**src/design/maes_pkg.sv**
```systemverilog
// Mini-AES package: constants, S-boxes and round functions.
package maes_pkg;

  localparam int          NUM_ROUNDS_DEFAULT = 2;
  localparam logic [15:0] KEY_RESET          = 16'hC3F0;
  localparam logic [4:0]  GF_POLY            = 5'b10011;
  localparam logic        OP_ENCRYPT         = 1'b0;
  localparam logic        OP_DECRYPT         = 1'b1;

  typedef logic [15:0] block_t;
  typedef logic [3:0]  nibble_t;

  function automatic nibble_t sbox_fwd(input nibble_t a);
    nibble_t r;
    case (a)
      4'h0: r = 4'hE;
      4'h1: r = 4'h4;
      4'h2: r = 4'hD;
      4'h3: r = 4'h1;
      4'h4: r = 4'h2;
      4'h5: r = 4'hF;
      4'h6: r = 4'hB;
      4'h7: r = 4'h8;
      4'h8: r = 4'h3;
      4'h9: r = 4'hA;
      4'hA: r = 4'h6;
      4'hB: r = 4'hC;
      4'hC: r = 4'h5;
      4'hD: r = 4'h9;
      4'hE: r = 4'h0;
      default: r = 4'h7;
    endcase
    return r;
  endfunction

  function automatic nibble_t sbox_inv(input nibble_t a);
    nibble_t r;
    case (a)
      4'h0: r = 4'hE;
      4'h1: r = 4'h3;
      4'h2: r = 4'h4;
      4'h3: r = 4'h8;
      4'h4: r = 4'h1;
      4'h5: r = 4'hC;
      4'h6: r = 4'hA;
      4'h7: r = 4'hF;
      4'h8: r = 4'h7;
      4'h9: r = 4'hD;
      4'hA: r = 4'h9;
      4'hB: r = 4'h6;
      4'hC: r = 4'hB;
      4'hD: r = 4'h2;
      4'hE: r = 4'h0;
      default: r = 4'h5;
    endcase
    return r;
  endfunction

  function automatic block_t sub_fwd(input block_t w);
    return {sbox_fwd(w[15:12]), sbox_fwd(w[11:8]), sbox_fwd(w[7:4]), sbox_fwd(w[3:0])};
  endfunction

  function automatic block_t sub_inv(input block_t w);
    return {sbox_inv(w[15:12]), sbox_inv(w[11:8]), sbox_inv(w[7:4]), sbox_inv(w[3:0])};
  endfunction

  // n1 and n3 trade places
  function automatic block_t swap_row(input block_t w);
    return {w[15:12], w[3:0], w[7:4], w[11:8]};
  endfunction

  function automatic nibble_t gf_x2(input nibble_t a);
    logic [4:0] t;
    t = {a, 1'b0};
    if (t[4]) begin
      t = t ^ GF_POLY;
    end
    return t[3:0];
  endfunction

  function automatic nibble_t gf_x3(input nibble_t a);
    return gf_x2(a) ^ a;
  endfunction

  // columns (n0,n1), (n2,n3) times [[3,2],[2,3]]
  function automatic block_t mix_cols(input block_t w);
    return {gf_x3(w[15:12]) ^ gf_x2(w[11:8]),
            gf_x2(w[15:12]) ^ gf_x3(w[11:8]),
            gf_x3(w[7:4])   ^ gf_x2(w[3:0]),
            gf_x2(w[7:4])   ^ gf_x3(w[3:0])};
  endfunction

  // one key schedule step; rc_sel picks rcon = 1 << rc_sel
  function automatic block_t key_step(input block_t p, input logic [1:0] rc_sel);
    nibble_t w0;
    nibble_t w1;
    nibble_t w2;
    nibble_t w3;
    w0 = p[15:12] ^ sbox_fwd(p[3:0]) ^ (4'b0001 << rc_sel);
    w1 = p[11:8] ^ w0;
    w2 = p[7:4] ^ w1;
    w3 = p[3:0] ^ w2;
    return {w0, w1, w2, w3};
  endfunction

endpackage

```
**src/design/mini_aes_block_cipher_top.sv**
```systemverilog
// Mini-AES 16-bit block cipher, one registered pass per item.
// Each item is held in the input register and then in the result register, so
// the block accepts an item every cycle when the output side does not stall. All
// rounds of one item are computed in one pass of logic between those two
// registers; round keys are expanded and stored when the key is written (and at
// reset, from 0xC3F0).
// tuser bit 0 selects encrypt (0) or decrypt (1).
module mini_aes_block_cipher_top #(
  parameter int NUM_ROUNDS = maes_pkg::NUM_ROUNDS_DEFAULT
) (
  input  logic        clk,
  input  logic        rst,
  input  logic        cfg_write,
  input  logic [15:0] cfg_data,       // cipher_key
  input  logic        s_axis_tvalid,
  output logic        s_axis_tready,
  input  logic [15:0] s_axis_tdata,   // data_block
  input  logic        s_axis_tuser,   // operation
  output logic        m_axis_tvalid,
  input  logic        m_axis_tready,
  output logic [15:0] m_axis_tdata    // result_block
);

  maes_pkg::block_t round_key [NUM_ROUNDS+1];
  maes_pkg::block_t key_chain [NUM_ROUNDS+1];

  logic             valid1;
  logic             op1;
  maes_pkg::block_t blk1;
  logic             adv1;
  logic             adv2;

  maes_pkg::block_t enc_st [NUM_ROUNDS];
  maes_pkg::block_t dec_st [NUM_ROUNDS];
  maes_pkg::block_t enc_out;
  maes_pkg::block_t dec_out;
  maes_pkg::block_t result;

  // key schedule
  assign key_chain[0] = rst ? maes_pkg::KEY_RESET : cfg_data;
  for (genvar r = 1; r <= NUM_ROUNDS; r++) begin : g_keys
    assign key_chain[r] = maes_pkg::key_step(key_chain[r-1], 2'((r - 1) % 4));
  end

  always_ff @(posedge clk) begin
    if (rst || cfg_write) begin
      round_key <= key_chain;
    end
  end

  // encrypt path
  assign enc_st[0] = blk1 ^ round_key[0];
  for (genvar r = 1; r < NUM_ROUNDS; r++) begin : g_enc
    assign enc_st[r] = maes_pkg::mix_cols(maes_pkg::swap_row(maes_pkg::sub_fwd(enc_st[r-1])))
                       ^ round_key[r];
  end
  assign enc_out = maes_pkg::swap_row(maes_pkg::sub_fwd(enc_st[NUM_ROUNDS-1]))
                   ^ round_key[NUM_ROUNDS];

  // decrypt path
  assign dec_st[0] = blk1 ^ round_key[NUM_ROUNDS];
  for (genvar r = 1; r < NUM_ROUNDS; r++) begin : g_dec
    assign dec_st[r] = maes_pkg::mix_cols(maes_pkg::swap_row(maes_pkg::sub_inv(dec_st[r-1]))
                       ^ round_key[NUM_ROUNDS-r]);
  end
  assign dec_out = maes_pkg::swap_row(maes_pkg::sub_inv(dec_st[NUM_ROUNDS-1]))
                   ^ round_key[0];

  assign result = (op1 == maes_pkg::OP_DECRYPT) ? dec_out : enc_out;

  // flow control
  assign adv2          = !m_axis_tvalid || m_axis_tready;
  assign adv1          = !valid1 || adv2;
  assign s_axis_tready = adv1;

  always_ff @(posedge clk) begin
    if (rst) begin
      valid1 <= 1'b0;
    end else if (adv1) begin
      valid1 <= s_axis_tvalid;
    end
  end

  always_ff @(posedge clk) begin
    if (adv1 && s_axis_tvalid) begin
      op1  <= s_axis_tuser;
      blk1 <= s_axis_tdata;
    end
  end

  always_ff @(posedge clk) begin
    if (rst) begin
      m_axis_tvalid <= 1'b0;
    end else if (adv2) begin
      m_axis_tvalid <= valid1;
    end
  end

  always_ff @(posedge clk) begin
    if (adv2 && valid1) begin
      m_axis_tdata <= result;
    end
  end

`ifndef SYNTHESIS
  a_reset_clears: assert property (@(posedge clk) rst |=> !m_axis_tvalid && !valid1)
    else $error("pipeline valid not cleared by reset");

  a_stall_blocks: assert property (@(posedge clk) disable iff (rst)
    valid1 && m_axis_tvalid && !m_axis_tready |-> !s_axis_tready)
    else $error("input accepted while pipeline is full");

  a_accept_loads: assert property (@(posedge clk) disable iff (rst)
    s_axis_tvalid && s_axis_tready |=> valid1)
    else $error("accepted item not held in input register");

  a_result_loads: assert property (@(posedge clk) disable iff (rst)
    adv2 && valid1 |=> m_axis_tvalid && m_axis_tdata == $past(result))
    else $error("result register not loaded with computed block");
`endif

endmodule

```
**config.mk**
```make
export PLATFORM = sky130hd
export DESIGN_NAME = mini_aes_block_cipher_top
export DESIGN_NICKNAME = d
export VERILOG_FILES = /design/src/design/maes_pkg.sv /design/src/design/mini_aes_block_cipher_top.sv
export SDC_FILE = /design/constraint.sdc
export NUM_CORES = 1
export LEC_CHECK = 0
export BUFFER_PORTS_ARGS = -buffer_cell sky130_fd_sc_hd__buf_2
export CAP_MARGIN = 5
export CORE_MARGIN = 1
export CORE_UTILIZATION = 30
export DETAILED_ROUTE_END_ITERATION = 7
export GPL_TIMING_DRIVEN = 0
export PLACE_DENSITY = 0.49
export SETUP_SLACK_MARGIN = 0.02
export SYNTH_ARGS = -nofsm -noshare
export SYNTH_HDL_FRONTEND = slang
export SYNTH_SLANG_ARGS = --single-unit
```
**constraint.sdc**
```tcl
create_clock -name clk -period 4.65 [get_ports clk]
set_input_delay 0.465 -clock clk [delete_from_list [all_inputs] [get_ports clk]]
set_output_delay 0.465 -clock clk [all_outputs]
set_load 0.01 [all_outputs]
```
**Word-level counts from Yosys, hierarchy flattened**

Memories as Yosys holds them, arrays and structs flattened.
Index checks and enable logic that the tools add are counted.

- Word-level logic and storage cells: 83
- Flip-flop bits (word level): 83
- Output and inout bits: 18
- Memories kept: 18
- Bits in read-only memories: 1152
- Input bits: 38

Memories:

| memory | words | width | read ports | clocked after Yosys merged registers in | wr ports | line | text |
|---|---|---|---|---|---|---|---|
| (no name shown) | 16 | 4 | 1 | 0 | 0 | maes_pkg.sv:38 | `case (a)` |
| (no name shown) | 16 | 4 | 1 | 0 | 0 | maes_pkg.sv:38 |  |
| (no name shown) | 16 | 4 | 1 | 0 | 0 | maes_pkg.sv:38 |  |
| (no name shown) | 16 | 4 | 1 | 0 | 0 | maes_pkg.sv:38 |  |
| (no name shown) | 16 | 4 | 1 | 0 | 0 | maes_pkg.sv:38 |  |
| (no name shown) | 16 | 4 | 1 | 0 | 0 | maes_pkg.sv:38 |  |
| 12 more memories | -- | -- | -- | -- | -- | -- |  |

- Bitwise operators: 40
- Reduce and logical (&&, ||, !) cells: 7
- Muxes and demuxes: 10

Operators with widths:

| kind | count |
|---|---|
| XOR 16 bit | 6 |
| XOR 4 bit | 24 |
| two-way mux 16 bit | 2 |
| two-way mux 2 bit | 8 |
| inverter 2 bit | 8 |
| logical OR 1 bit | 3 |
| logical AND 1 bit | 2 |
| zero test 1 bit | 2 |
| inverter 1 bit | 2 |

**Longest topological paths before layout**

An unclocked memory read counts as a cell.

- Word-level depth: 13
- Mapped depth: 16
- Gate-level depth less buffers: 16

**Worst setup path before layout**

OpenSTA, ideal clock, no wires.

- Path type: input to register
- From: input rst
- To: register round_key[4] (netlist name) (data pin)
- Setup slack: 512 ps
- Setup time: 264 ps
- Stages on the path: 16
- Arrival time: 3874 ps
- Required time: 4386 ps
- Buffers on the path: 2
- Cells stage by stage: clkbuf_1 > clkbuf_1 > nand2b_1 > ha_1 > or3b_2 > o311ai_0 > xor2_1 > xnor2_1 > nor2b_1 > inv_1 > ha_1 > nand2_1 > and3_1 > a311oi_2 > xnor2_1 > xnor2_1

RTL lines:

| item | line | text |
|---|---|---|
| start: declaration | mini_aes_block_cipher_top.sv:12 | `input logic rst,` |
| end signal: assignment | mini_aes_block_cipher_top.sv:47 | `round_key <= key_chain;` |
| end: declaration | mini_aes_block_cipher_top.sv:24 | `maes_pkg::block_t round_key [NUM_ROUNDS+1];` |

**Final worst setup path**

- From: register blk1[1]
- To: register m_axis_tdata[2] (data pin)

- Word-level cells in the longest chain between the ends: 10
- Elaborated cells between the ends (all ways): 19
- Those cells by class: mux (3); bitwise (12); memory (4)

RTL lines:

| item | line | text |
|---|---|---|
| start: declaration | mini_aes_block_cipher_top.sv:29 | `maes_pkg::block_t blk1;` |
| start signal: assignment | mini_aes_block_cipher_top.sv:87 | `blk1 <= s_axis_tdata;` |
| XOR 16 bit (on tied branches) | mini_aes_block_cipher_top.sv:52, mini_aes_block_cipher_top.sv:61 |  |
| memory (16 x 4 bit) (on tied branches) | -- |  |
| inverter 2 bit (no line) / XOR 16 bit (equally long branches) | -- |  |
| two-way mux 2 bit / inverter 2 bit (equally long branches) | -- |  |
| XOR 4 bit / two-way mux 2 bit (equally long branches) | maes_pkg.sv:82, maes_pkg.sv:75 |  |
| XOR 4 bit (on tied branches) | maes_pkg.sv:88, maes_pkg.sv:82 |  |
| XOR 16 bit / XOR 4 bit (equally long branches) | mini_aes_block_cipher_top.sv:55, maes_pkg.sv:88 |  |
| memory (16 x 4 bit) (on tied branches) | -- |  |
| XOR 16 bit (on tied branches) | mini_aes_block_cipher_top.sv:58, mini_aes_block_cipher_top.sv:67 |  |
| two-way mux 16 bit (*) | mini_aes_block_cipher_top.sv:69 | `assign result = (op1 == maes_pkg::OP_DECRYPT) ? dec_out : enc_out;` |
| via result[2] | mini_aes_block_cipher_top.sv:37 | `maes_pkg::block_t result;` |
| end signal: assignment | mini_aes_block_cipher_top.sv:101 | `m_axis_tdata <= result;` |
| end: declaration | mini_aes_block_cipher_top.sv:21 | `output logic [15:0] m_axis_tdata` |

Mark *: on every way through the listed nets, which the timed path passes. The rest lies on a longest branch.
A chain may end at the register's enable or synchronous reset.

==> out/qor.csv <==
stage,metric,value,unit
setup_path,startpoint types,flip-flop,
sta,"Hold Vio Cnt, Final",0,
logic_synthesis,share of the synthesized area in the top cell type,29.92,%
setup_path,CP required,4720,ps
placement,global placer's final weighted congestion,0.8252,
detailed_routing,1st-pass router iterations,7,
sta,RSZ-0062 raised after global routing,true,
setup_path,WP data arrival,4440,ps
grt,largest net degree at the start of global routing,49,
logic_synthesis,"count leader, synth",xnor2_1,
detailed_routing,DRC violations left,2,
detailed_routing,final antenna-violating net count,0,
clock_tree,Worst-Skew Late Latency,340,ps
placement,placed cell count,1215,
sta,worst hold slack,290.7,ps
grt,gr usage total,14.57,%
detailed_routing,via total after detailed routing,6020,
clock_tree,Inserted Clock Buffers,9,
sta,worst slew pin tran,1233,ps
floorplan,Initial Util,30.85,%
outcome,outcome,"finished, violations left",
grt,total grt overflow,0,
layout,Layout Cells excl Fill,1230,
layout,Area growth syn-to-layout,13.00,%
outcome,failing checks,DRC,
floorplan,Die W,166.6,µm
clock_tree,clock slew seen by the registers of the worst setup and hold paths,70,ps
logic_synthesis,largest cells by area after synthesis,"edfxtp_1, xnor2_1, ha_1, xor2_1, mux2i_1",
logic_synthesis,register area share after synthesis,30.41,%
detailed_routing,DRT iter0 DRCs,425,
sta,"Slew Viols, Final",0,
sta,Final Setup Violations,0,
logic_synthesis,"Primary FF master, synth",edfxtp_1,
layout,layout cell share with drive strength beyond 1,14.19,%
logic_synthesis,cell count after synthesis,826,
grt,first-pass GRT wire length,31.60,mm
layout,ANT cells,0,
logic_synthesis,Post-Syn Area,8130,µm²
placement,Post-DP Area,8832,µm²
logic_synthesis,Synth Warn #,0,
sta,fmax,0.2287,GHz
logic_synthesis,Post-Syn Area per Cell,9.843,µm²
logic_synthesis,Post-synth ARST share,0,%
detailed_routing,Avg WL per Cell,16.32,µm
sta,final worst-path cycle share,94.02,%
logic_synthesis,Synth area leader,edfxtp_1,
floorplan,IO Pins,56,
clock_tree,CTS tree,yes,
layout,Nets,968,
clock_tree,cts hold-fix bufs,0,
logic_synthesis,syn_nets,904,
floorplan,Die H,166.6,µm
clock_tree,Clock H-tree levels,3,
floorplan,site row count,59,
clock_tree,Max Root-Sink Buffers,2,
logic_synthesis,Unique masters post-synth,77,
grt,vias in the first global route,5675,
placement,Post-DP HPWL,15.75,mm
floorplan,full die area,27760,µm²
sta,Slew HR,17.78,%
min_path,Hold Path Class,input pin to flip-flop,
setup_path,Critical Path Sink Type,flip-flop,
setup_path,CP Max Fanout,8,
clock_tree,Root Buffer,clkbuf_16,
placement,I/O Buffers,53,
logic_synthesis,Yosys reg bits,83,
detailed_routing,final wirelength,20.07,mm
grt,initial antenna violation count,0,
job,MaxCap Viol Count,0,
logic_synthesis,synth cell count leaders,"xnor2_1, edfxtp_1, xor2_1, nor2_1, inv_1",
layout,Final Cell Area,9188,µm²
sta,Worst Skew,10.06,ps
detailed_routing,Via density,4.894,
setup_path,critical path class,flip-flop to flip-flop,
sta,Tmin final,4372,ps
floorplan,Core Footprint,26350,µm²
logic_synthesis,Post-synth EDFFs,81,
clock_tree,clock sink count,83,
[layout by cell type, fill, tap and decap left out, types with 17 or more instances in the layout]
master,count
o21ai_0,17
ha_1,40
mux2i_1,34
a21oi_1,32
nand3_1,25
xnor2_1,116
edfxtp_1,81
nand2_1,40
xor2_1,54
inv_1,50
nand2b_1,17
nor3_1,31
nor2_1,54
buf_2,56
[metrics by stage]
step	util [%]	worst slack, ps	TNS, ps
6_report	34.86	278.1	0
3_3_place_gp	33.45	-349.0	-1013
2_1_floorplan	-	511.9	0
5_1_grt	34.86	1.479	0
4_1_cts	34.79	98.04	0
3_5_place_dp	33.51	-381.4	-1103
[sequential cells by signal, summed over array words and instances, names as in the netlist]
register,count
blk1,16
round_key,48
m_axis_tdata,16
op1,1
m_axis_tvalid,1
valid1,1
[routing by layer]
layer / global-route usage, % / up-vias / share of wire [%]
li1: - / 3096 / -
met1: 21.76 / 2791 / 54
met2: 22.01 / 115 / 42
met3: 1.592 / 18 / 2.7
met4: 4.026 / 0 / 1.4
met5: 0 / - / 0
[worst max-delay path: stages (launching register included)]
cell and delay (ps):
edfxtp_1 470, xnor2_1 540, inv_2 170, ha_1 350
nor3_1 220, o211ai_1 170, and4_1 320, nor2_1 430
xnor2_1 270, inv_1 110, ha_1 230, inv_1 80
nand2_1 50, o32ai_1 150, o21ba_2 210, xnor2_1 220
o211ai_2 110
[final cells by class]
class	instances	area [µm²]
flip-flops and latches	83	2472
multi-input cells	670	5405
fillers	2623	17170
inverters	55	206.4
well taps	335	419.2
clock buffers	11	232.7
clock inverters	5	102.6
repair buffers	54	280.3
plain buffers	17	68.82
[logic make-up (layout without fill, tap and decap cells)]
family          Yosys count  count (layout)  share of synthesized area [%]
compound gates          155             155                          13.70
xor+xnor                205             205                          26.49
fa+ha+maj                40              40                          6.156
buf+inv                  73             142                          3.416
flops                    83              83                          30.41
mux                      45              45                          5.740
simple gates            225             225                          14.10
[final timing paths]
path	startpoint	end	slack [ps]	cells after the start
worst max-delay path	blk1[1]$_DFFE_PP_	m_axis_tdata[2]$_DFFE_PP_	280	16
worst min-delay path	s_axis_tdata[5]	blk1[5]$_DFFE_PP_	290	1
worst max register to register	blk1[1]$_DFFE_PP_	m_axis_tdata[2]$_DFFE_PP_	280	16
worst min register to register	valid1$_SDFFE_PP0N_	m_axis_tvalid$_SDFFE_PP0P_	520	2
[timing repair]
item / CTS / global route
setup buffers: 0 / 0
endpoints found under the setup margin: 2 / 7
gates resized for setup: 1 / 3
pin swaps: 0 / 0
Power is not shown: default switching activity piles up to over one toggle a cycle in this logic, so the estimate is an artifact.
